## config.mk

```make
export PLATFORM = sky130hd
export DESIGN_NAME = modbus_rtu_register_slave
export DESIGN_NICKNAME = d
export VERILOG_FILES = /design/src/rtl/mbrs_pkg.sv /design/src/rtl/modbus_rtu_register_slave.sv
export VERILOG_INCLUDE_DIRS = /design/src /design/src/rtl
export SDC_FILE = /design/constraint.sdc
export NUM_CORES = 1
export LEC_CHECK = 0
export ABC_AREA = 1
export BUFFER_PORTS_ARGS = -buffer_cell sky130_fd_sc_hd__buf_4
export CAP_MARGIN = 20
export CORE_UTILIZATION = 25
export CTS_CLUSTER_DIAMETER = 60
export DETAILED_ROUTE_END_ITERATION = 10
export REMOVE_ABC_BUFFERS = 1
export SYNTH_ARGS = -nofsm -noshare
export SYNTH_HDL_FRONTEND = slang
export SYNTH_SLANG_ARGS = --single-unit
```

## constraint.sdc

```tcl
create_clock -name clock -period 9.1 [get_ports clock]
set_input_delay 0.455 -clock clock [delete_from_list [all_inputs] [get_ports clock]]
set_output_delay 0.455 -clock clock [all_outputs]
set_load 0.01 [all_outputs]
```

## src/rtl/assert_macros.svh

```systemverilog
// Assertion macros shared by the RTL of the Modbus register slave.
`ifndef ASSERT_MACROS_SVH
`define ASSERT_MACROS_SVH
`ifndef SYNTH
// Check that cons holds in the same cycle as ante.
`define ASSERT_IMP(label, clk, rst, ante, cons) \
   label: assert property (@(posedge clk) disable iff (rst) (ante) |-> (cons)) \
      else $error("assertion failed");
// Check that cons holds in the cycle after ante.
`define ASSERT_NEXT(label, clk, rst, ante, cons) \
   label: assert property (@(posedge clk) disable iff (rst) (ante) |=> (cons)) \
      else $error("assertion failed");
`else
`define ASSERT_IMP(label, clk, rst, ante, cons)
`define ASSERT_NEXT(label, clk, rst, ante, cons)
`endif
`endif

```

## src/rtl/mbrs_pkg.sv

```systemverilog
// Package with constants and types of the Modbus RTU register slave.
`timescale 1ns / 1ps
`default_nettype none
package mbrs_pkg;

   localparam int REG_COUNT_DEF = 16;

   localparam logic [7:0]  FN_READ_HOLDING = 8'h03;
   localparam logic [7:0]  FN_WRITE_SINGLE = 8'h06;
   localparam logic [15:0] CRC_INIT        = 16'hFFFF;
   localparam logic [15:0] CRC_POLY        = 16'hA001;
   localparam logic [7:0]  ADDR_RESET      = 8'h01;
   localparam int          FRAME_LEN       = 8;
   localparam int          CHECK_LEN       = 6;
   localparam int          READ_HDR_LEN    = 3;

   typedef enum logic [2:0] {
      ST_IDLE,
      ST_CHK_LOAD,
      ST_SHIFT,
      ST_CHK_EVAL,
      ST_RSP_LOAD,
      ST_CRC_LO,
      ST_CRC_HI
   } state_type;

endpackage
`default_nettype wire

```

## src/rtl/modbus_rtu_register_slave.sv

```systemverilog
// Modbus RTU slave: frame collection, CRC-16 check, register read and write.
//
// Request bytes come in on the req_ stream one beat at a time; eight beats
// make a frame. Bytes one to seven are taken at one beat per cycle. The
// eighth beat starts the frame check: one shared bit-serial CRC-16 unit
// folds the six body bytes at one bit per cycle, then the ST_CHK_EVAL
// state decodes address, CRC and function. Answered frames come out on
// the rsp_ stream, one byte per beat, CRC high byte marked by rsp_tlast.
// Each body byte of the reply passes through the same CRC unit, so the
// next reply byte is not loaded until the unit has folded the last one;
// the two CRC bytes leave one per cycle while the rsp_ side does not
// stall. A read reply holds 5 + 2 * quantity beats, a write echo 8.
// req_tready stays low from the eighth beat until the last reply byte sits
// in the output register; frames that are dropped free the input once
// ST_CHK_EVAL has decoded them. A stalled rsp_ side holds the sequencer at
// its next load; the final byte waits in the output register while new
// request bytes are taken. The csr_ port writes the station address at any
// time the block is idle. Reset clears the frame counter, the holding
// registers and sets the station address to 1.
`timescale 1ns / 1ps
`default_nettype none
`include "assert_macros.svh"
module modbus_rtu_register_slave #(
   parameter int REG_COUNT = mbrs_pkg::REG_COUNT_DEF
) (
   input  wire logic       clock,
   input  wire logic       reset,
   input  wire logic       req_tvalid,
   output logic            req_tready,
   input  wire logic [7:0] req_tdata,   // [7:0] rx_byte
   output logic            rsp_tvalid,
   input  wire logic       rsp_tready,
   output logic [7:0]      rsp_tdata,   // [7:0] tx_byte
   output logic            rsp_tlast,
   input  wire logic       csr_valid,
   output logic            csr_ready,
   input  wire logic [7:0] csr_data     // [7:0] slave_address
);
   import mbrs_pkg::*;

   localparam int IDX_W = (REG_COUNT > 1) ? $clog2(REG_COUNT) : 1;
   localparam int LEN_W = $clog2(READ_HDR_LEN + 2 * REG_COUNT + 1);

   state_type          state_ff, state_in;
   logic [7:0]         rq_ff [FRAME_LEN];
   logic [2:0]         cnt_ff, cnt_in;
   logic [15:0]        hold_ff [REG_COUNT];
   logic [7:0]         addr_ff;
   logic [15:0]        crc_ff, crc_in;
   logic [2:0]         bit_ff, bit_in;
   logic [LEN_W-1:0]   idx_ff, idx_in;
   logic [LEN_W-1:0]   len_ff, len_in;
   logic               rsp_phase_ff, rsp_phase_in;
   logic               read_mode_ff, read_mode_in;
   logic [IDX_W-1:0]   ptr_ff, ptr_in;
   logic               half_ff, half_in;
   logic               ovalid_ff, ovalid_in;
   logic [7:0]         odata_ff, odata_in;
   logic               olast_ff, olast_in;
   logic               hold_we;

   logic               req_beat;
   logic               out_free;
   logic [15:0]        crc_shift;
   logic [15:0]        reg_a;
   logic [15:0]        reg_v;
   logic [16:0]        read_end;
   logic               frame_ok;
   logic               read_ok;
   logic [7:0]         rsp_byte;
   logic [15:0]        rd_word;
   logic [LEN_W-1:0]   idx_next;

   assign req_tready = (state_ff == ST_IDLE);
   assign req_beat   = req_tvalid && req_tready;
   assign csr_ready  = (state_ff == ST_IDLE);
   assign rsp_tvalid = ovalid_ff;
   assign rsp_tdata  = odata_ff;
   assign rsp_tlast  = olast_ff;
   assign out_free   = !ovalid_ff || rsp_tready;

   // One bit step of the reflected CRC-16
   assign crc_shift = crc_ff[0] ? ({1'b0, crc_ff[15:1]} ^ CRC_POLY) : {1'b0, crc_ff[15:1]};

   // Frame fields
   assign reg_a    = {rq_ff[2], rq_ff[3]};
   assign reg_v    = {rq_ff[4], rq_ff[5]};
   assign read_end = {1'b0, reg_a} + {1'b0, reg_v};
   assign frame_ok = (rq_ff[0] == addr_ff) && (crc_ff == {rq_ff[7], rq_ff[6]});
   assign read_ok  = (reg_v != 16'd0) && (read_end <= 17'(REG_COUNT));
   assign idx_next = idx_ff + LEN_W'(1);
   assign rd_word  = hold_ff[ptr_ff];

   // Pick the next reply body byte
   always_comb begin
      if (read_mode_ff) begin
         if (idx_ff == LEN_W'(0)) begin
            rsp_byte = addr_ff;
         end else if (idx_ff == LEN_W'(1)) begin
            rsp_byte = FN_READ_HOLDING;
         end else if (idx_ff == LEN_W'(2)) begin
            rsp_byte = {reg_v[6:0], 1'b0};
         end else begin
            rsp_byte = half_ff ? rd_word[7:0] : rd_word[15:8];
         end
      end else begin
         rsp_byte = rq_ff[idx_ff[2:0]];
      end
   end

   // Sequencer: next state and datapath controls
   always_comb begin
      state_in     = state_ff;
      cnt_in       = cnt_ff;
      crc_in       = crc_ff;
      bit_in       = bit_ff;
      idx_in       = idx_ff;
      len_in       = len_ff;
      rsp_phase_in = rsp_phase_ff;
      read_mode_in = read_mode_ff;
      ptr_in       = ptr_ff;
      half_in      = half_ff;
      ovalid_in    = ovalid_ff && !rsp_tready;
      odata_in     = odata_ff;
      olast_in     = olast_ff;
      hold_we      = 1'b0;
      unique case (state_ff)
         ST_IDLE: begin
            if (req_beat) begin
               cnt_in = cnt_ff + 3'd1;
               if (cnt_ff == 3'(FRAME_LEN - 1)) begin
                  crc_in       = CRC_INIT;
                  idx_in       = '0;
                  rsp_phase_in = 1'b0;
                  state_in     = ST_CHK_LOAD;
               end
            end
         end
         ST_CHK_LOAD: begin
            crc_in   = crc_ff ^ {8'h00, rq_ff[idx_ff[2:0]]};
            bit_in   = '0;
            state_in = ST_SHIFT;
         end
         ST_SHIFT: begin
            crc_in = crc_shift;
            bit_in = bit_ff + 3'd1;
            if (bit_ff == 3'd7) begin
               idx_in = idx_next;
               if (rsp_phase_ff) begin
                  state_in = (idx_next == len_ff) ? ST_CRC_LO : ST_RSP_LOAD;
               end else begin
                  state_in = (idx_next == LEN_W'(CHECK_LEN)) ? ST_CHK_EVAL : ST_CHK_LOAD;
               end
            end
         end
         ST_CHK_EVAL: begin
            crc_in   = CRC_INIT;
            idx_in   = '0;
            half_in  = 1'b0;
            ptr_in   = reg_a[IDX_W-1:0];
            state_in = ST_IDLE;
            if (frame_ok && rq_ff[1] == FN_READ_HOLDING && read_ok) begin
               read_mode_in = 1'b1;
               len_in       = LEN_W'(17'(READ_HDR_LEN) + {reg_v, 1'b0});
               state_in     = ST_RSP_LOAD;
            end else if (frame_ok && rq_ff[1] == FN_WRITE_SINGLE) begin
               read_mode_in = 1'b0;
               len_in       = LEN_W'(CHECK_LEN);
               hold_we      = (reg_a < 16'(REG_COUNT));
               state_in     = ST_RSP_LOAD;
            end
         end
         ST_RSP_LOAD: begin
            if (out_free) begin
               ovalid_in    = 1'b1;
               odata_in     = rsp_byte;
               olast_in     = 1'b0;
               crc_in       = crc_ff ^ {8'h00, rsp_byte};
               bit_in       = '0;
               rsp_phase_in = 1'b1;
               if (read_mode_ff && idx_ff >= LEN_W'(READ_HDR_LEN)) begin
                  half_in = !half_ff;
                  if (half_ff) begin
                     ptr_in = ptr_ff + IDX_W'(1);
                  end
               end
               state_in = ST_SHIFT;
            end
         end
         ST_CRC_LO: begin
            if (out_free) begin
               ovalid_in = 1'b1;
               odata_in  = crc_ff[7:0];
               olast_in  = 1'b0;
               state_in  = ST_CRC_HI;
            end
         end
         ST_CRC_HI: begin
            if (out_free) begin
               ovalid_in = 1'b1;
               odata_in  = crc_ff[15:8];
               olast_in  = 1'b1;
               state_in  = ST_IDLE;
            end
         end
         default: begin
            state_in = ST_IDLE;
         end
      endcase
   end

   // Control registers
   always_ff @(posedge clock) begin
      if (reset) begin
         state_ff  <= ST_IDLE;
         cnt_ff    <= '0;
         ovalid_ff <= 1'b0;
         addr_ff   <= ADDR_RESET;
      end else begin
         state_ff  <= state_in;
         cnt_ff    <= cnt_in;
         ovalid_ff <= ovalid_in;
         if (csr_valid && csr_ready) begin
            addr_ff <= csr_data;
         end
      end
   end

   // Datapath registers
   always_ff @(posedge clock) begin
      crc_ff       <= crc_in;
      bit_ff       <= bit_in;
      idx_ff       <= idx_in;
      len_ff       <= len_in;
      rsp_phase_ff <= rsp_phase_in;
      read_mode_ff <= read_mode_in;
      ptr_ff       <= ptr_in;
      half_ff      <= half_in;
      odata_ff     <= odata_in;
      olast_ff     <= olast_in;
   end

   // Capture request bytes
   always_ff @(posedge clock) begin
      if (req_beat) begin
         rq_ff[cnt_ff] <= req_tdata;
      end
   end

   // Holding register store
   always_ff @(posedge clock) begin
      if (reset) begin
         for (int i = 0; i < REG_COUNT; i++) begin
            hold_ff[i] <= '0;
         end
      end else if (hold_we) begin
         hold_ff[reg_a[IDX_W-1:0]] <= reg_v;
      end
   end

   `ASSERT_IMP(a_cnt_clear, clock, reset, state_ff == ST_CHK_LOAD, cnt_ff == 3'd0)
   `ASSERT_IMP(a_body_bound, clock, reset, state_ff == ST_RSP_LOAD, idx_ff < len_ff)
   `ASSERT_IMP(a_ptr_range, clock, reset,
      state_ff == ST_RSP_LOAD && read_mode_ff && idx_ff >= LEN_W'(READ_HDR_LEN),
      int'(ptr_ff) < REG_COUNT)
   `ASSERT_NEXT(a_req_next, clock, reset, req_beat,
      state_ff == ST_IDLE || state_ff == ST_CHK_LOAD)

endmodule
`default_nettype wire

```

# After elaboration in Yosys (flattened, before gate mapping)
# Memory sizes are Yosys's and may differ from the RTL's. A register that Yosys moved wholly into a read port is not among the register bits.
# Cells that the tools add are included.
[totals] memories=2 wordCells=155 ramBits=320 reg_bits=62
[op_classes] n_lt_le_gt_ge=3 addsub=6 bitwise_logic=3 reduce_logical=38 n_mux=64 n_eq_ne=25
[memory_table] memory="hold_ff" depth=16 width=16 rd=1 rd_ports_with_merged_regs=1 write_ports=16 line_no="modbus_rtu_register_slave.sv:47" text="logic [15:0] hold_ff [REG_COUNT];"
[memory_table] memory="rq_ff" depth=8 width=8 rd=9 rd_ports_with_merged_regs=1 write_ports=1 line_no="modbus_rtu_register_slave.sv:45" text="logic [7:0] rq_ff [FRAME_LEN];"
[ops] cell="$mux W16" count=5
[ops] cell="$pmux W16 S5" count=1
[ops] cell="$mux W8" count=8
[ops] cell="$xor A16 B8 Y16" count=2
[ops] cell="$mux W3" count=10
[ops] cell="$mux W6" count=5
[ops] cell="$pmux W8 S3" count=1
[ops] cell="$mux W1" count=21
[ops] cell="$pmux W3 S7" count=1
[ops] cell="$mux W4" count=5
[ops] cell="$reduce_and A4 Y1" count=5
[ops] cell="$pmux W6 S3" count=1
[ops] cell="$add A16 B16 Y17" count=1
[ops] cell="$le A17 B5 Y1 const B" count=1
[ops] cell="$eq A16 B16 Y1" count=1
[ops] cell="$lt A16 B5 Y1 const B" count=1
[ops] cell="$reduce_bool A16 Y1" count=1
[ops] cell="$reduce_or A16 Y1" count=1
[ops] cell="$eq A3 B3 Y1 const B" count=5
[ops] cell="$ne A2 B2 Y1 const B" count=6
[ops] cell="$logic_and A1 B1 Y1" count=9
[ops] cell="$pmux W3 S3" count=1
[ops] cell="$reduce_bool A3 Y1" count=3
[ops] cell="$eq A8 B2 Y1 const B" count=1
[ops] cell="29 further kinds" count=43

# Depth between registers and ports, before layout
[logic_depth] depth_word=11 mapped_depth=20

# Least setup slack after synthesis
# Ideal clock, no wire load.
[synth_path] path_kind="flip-flop to flip-flop" start="memory rq_ff[3][0]" end="register len_ff[0], enable pin" n_path_buf=0 stages_incl_launch_ff=13 path_slack_ps=6138 arrival_time_ps=2589 setup_ps=373 required_time_ps=8727 cell_sequence="edfxtp_1 ha_1 fa_1 nand3_1 nand2_1 nand2_1 nand2_1 mux2_2 inv_1 nand4_1 nor2_1 nand4_1 a21oi_1"
[synth_rtl] item="start: declaration" line_no="modbus_rtu_register_slave.sv:45"
[synth_rtl] item="end signal: assignment" line_no="modbus_rtu_register_slave.sv:234" text="len_ff <= len_in;"
[synth_rtl] item="end: declaration" line_no="modbus_rtu_register_slave.sv:52" text="logic [LEN_W-1:0] len_ff, len_in;"

==> flow_summary.ini <==
[outcome]
run_status = finished clean

[layout]
drive_above_1_share_pct = 8.20
area_growth_pct = 12.6
fillers = 7968
regArea_um2 = 11500
final_nets = 2089
final_area_um2 = 21900
final_util_pct = 28.6
diodes = 0
multiInputGateArea_um2 = 6790

[routing]
ant_nets = 0
vias_per_cell = 4.79
vias = 14900
routed_wl_mm = 56.2
drt_pass1_iterations = 6
wl_per_cell_um = 18.1
drc_errors = 0
first_iter_violations = 1581

[sta]
layout_min_cycle_time_ps = 4250
finalHoldViolCount = 0
worst_slew_pin_slew_ps = 1040
drv_slew = 0
maxSlewHeadroom_pct = 30.7
timing.hold.ws_ps = 121
setup_viol = 0
period_share_pct = 46.7
rsz0062_at_grt = false
fmax_ghz = 0.235
skew_ps = 17.4
tns_ps = 0

[worst_setup_path]
crit_chain = clkinv_2 > buf_4 > nor2_1 > nor2_1 > o21ai_0 > o211ai_1 > nand3_1 > nand2_1 > nand2_1 > nand3_1 > nand2_1 > nand4_1 > a21oi_1 > o21ai_1
cp_slowest_cell = dfxtp_4
cp.arrival_ps = 4570
cpMostUsedCell = nand2_1
worst-setup-path-type = flop to flop
rr_worst_depth = 14
required_ps = 9420
path_max_fanout = 85
startpoint_type = flop
max_stage_delay_ps = 900
cp-end-kind = flop

[logic_synthesis]
synth_area_per_cell_um2 = 9.44
ys_seq_area_share_pct = 59.0
ys_warn_count = 0
post-synth-top-area-fraction_pct = 56.7
synth_edf_count = 367
async_flop_share_pct = 0
syn-instance-count = 2058
synth_area_leaders = edfxtp_1 57%, nor2_1 9.6%, nand2_1 5.2%, o21ai_0 5.1%, nand3_1 3.0%
syn-cell-area_um2 = 19400
yosysUniqueCellTypes = 46
yosys.cell_count.top_type = nor2_1
synth_area_leader_cell = edfxtp_1
ys_ff_latch = 389
synthFlopType = edfxtp_1
synth_common_cells = 499 x nor2_1, 367 x edfxtp_1, 271 x nand2_1, 196 x o21ai_0, 142 x inv_1

[global_routing]
grt_max_degree = 86
grt_pass1_wl_mm = 85.1
grt_pass1_vias = 13900
antenna_found_initial = 0
grt_remaining_overflow = 0
grt_use_total_pct = 14.1

[cts]
cts_hold_buf = 0
clockRootBuffer = clkbuf_16
clk_latency_ps = 580
cts_max_level = 2
cts_tree = built
path_clk_slew_ps = 60
clk_path_buf_depth = 3
cts_resized = 0
cts_setup_buffers = 0
cts_sinks = 389
cts_made_buffers = 43

[placement]
hpwl_mm = 36.5
dpl_cell_area_um2 = 20500
portBuffers = 32
gp_congestion = 0.917

[die]
core_um2 = 76500
placementRows = 101
start_util_pct = 25.4
fp.dieW_um = 281
ios = 33
fp.dieArea_um2 = 78800
chipHeight_um = 281

[min_path]
hold_path_class = input port to flop
hold_depth = 3
min-delay-start = csr_data[0]

[power]
peakVddDrop_mv = 0.122
pwr_density_cell_nw_per_um2 = 177
power_leakage_nw = 8.43
total_power_mw = 3.87

[job]
cap_violations = 0
==> stage by stage <==
step,std cells,setup WS (ps)
after global placement,3023,4900
after global routing,3104,4440
after floorplan,1951,2910
after detailed placement,3023,4880
final,3104,4850
after CTS,3102,4880
==> cell usage in the layout, fill, tap and decap left out, drive strengths merged, types with 2 or more instances in the layout <==
| cell type | Yosys | routed |
|---|---|---|
| or2 | 6 | 6 |
| o211ai | 58 | 58 |
| nor2 | 514 | 514 |
| o21ai | 202 | 202 |
| nand2 | 288 | 288 |
| nor3 | 8 | 8 |
| xnor2 | 8 | 8 |
| nand3 | 116 | 116 |
| o221ai | 19 | 19 |
| bufinv | 0 | 3 |
| clkinv | 17 | 44 |
| o22ai | 2 | 2 |
| edfxtp | 367 | 367 |
| a31oi | 2 | 2 |
| nor4 | 4 | 4 |
| nand3b | 4 | 4 |
| buf | 32 | 43 |
| inv | 149 | 150 |
| ha | 27 | 27 |
| mux2 | 5 | 5 |
| xor2 | 17 | 17 |
| clkbuf | 75 | 48 |
| nand4 | 21 | 21 |
| a21oi | 85 | 85 |
| dfxtp | 22 | 22 |
==> cell type report <==
type / count / share of cell area [%]
multi-input combinational: 1396 / 31.0
tap: 1030 / 5.89
inverter: 166 / 2.85
clock buffer: 47 / 5.09
clock inverter: 32 / 1.18
sequential: 389 / 52.4
timing repair buffer: 44 / 1.50
==> logic make-up (layout without fill, tap and decap cells) <==
| group | Yosys count | after routing | synth area share (%) |
|---|---|---|---|
| compound gates | 375 | 375 | 10.9 |
| xor+xnor | 25 | 25 | 1.13 |
| fa+ha+maj | 28 | 28 | 1.84 |
| buf+inv | 273 | 289 | 6.03 |
| flops | 389 | 389 | 59.0 |
| mux | 5 | 5 | 0.290 |
| simple gates | 963 | 963 | 20.8 |
==> flip-flops by register name, summed over array words and instances, names as in the netlist, named ones only <==
register	cells
hold_ff	256
rsp_tlast	1
rsp_tvalid	1
rsp_phase_ff	1
read_mode_ff	1
cnt_ff	3
rq_ff	64
half_ff	1
state_ff	3
rsp_tdata	8
addr_ff	8
bit_ff	3
len_ff	6
ptr_ff	4
crc_ff	16
idx_ff	6
==> where the power goes <==
group | internal (mW) | switching, mW | total (mW)
logic | 0.0336 | 0.0978 | 0.131
clock network | 0.973 | 0.739 | 1.71
registers | 2.00 | 0.0221 | 2.02
==> layer usage <==
| layer | vias to the layer above | track usage, % | wire length [um] | share of wire, % |
|---|---|---|---|---|
| li1 | 6998 | - | - | - |
| met1 | 7109 | 19.7 | 24300 | 43 |
| met2 | 668 | 22.4 | 25800 | 46 |
| met3 | 106 | 1.95 | 4270 | 7.6 |
| met4 | 0 | 4.75 | 1830 | 3.3 |
| met5 | - | 0 | 0 | 0 |
==> critical path, delay by kind of cell, from the launching register on <==
kind	cells	cell delay, ps
compound gates	4	540
buf+inv	2	1440
flops	1	900
simple gates	8	1020
==> worst paths after layout <==
| kind | to | slack (ps) |
|---|---|---|
| max | crc_ff[6] | 4850 |
| min reg2reg | cnt_ff[0] | 490 |
| min | addr_ff[0] | 120 |
| max reg2reg | crc_ff[6] | 4850 |
(Power assumes the default switching activity.)
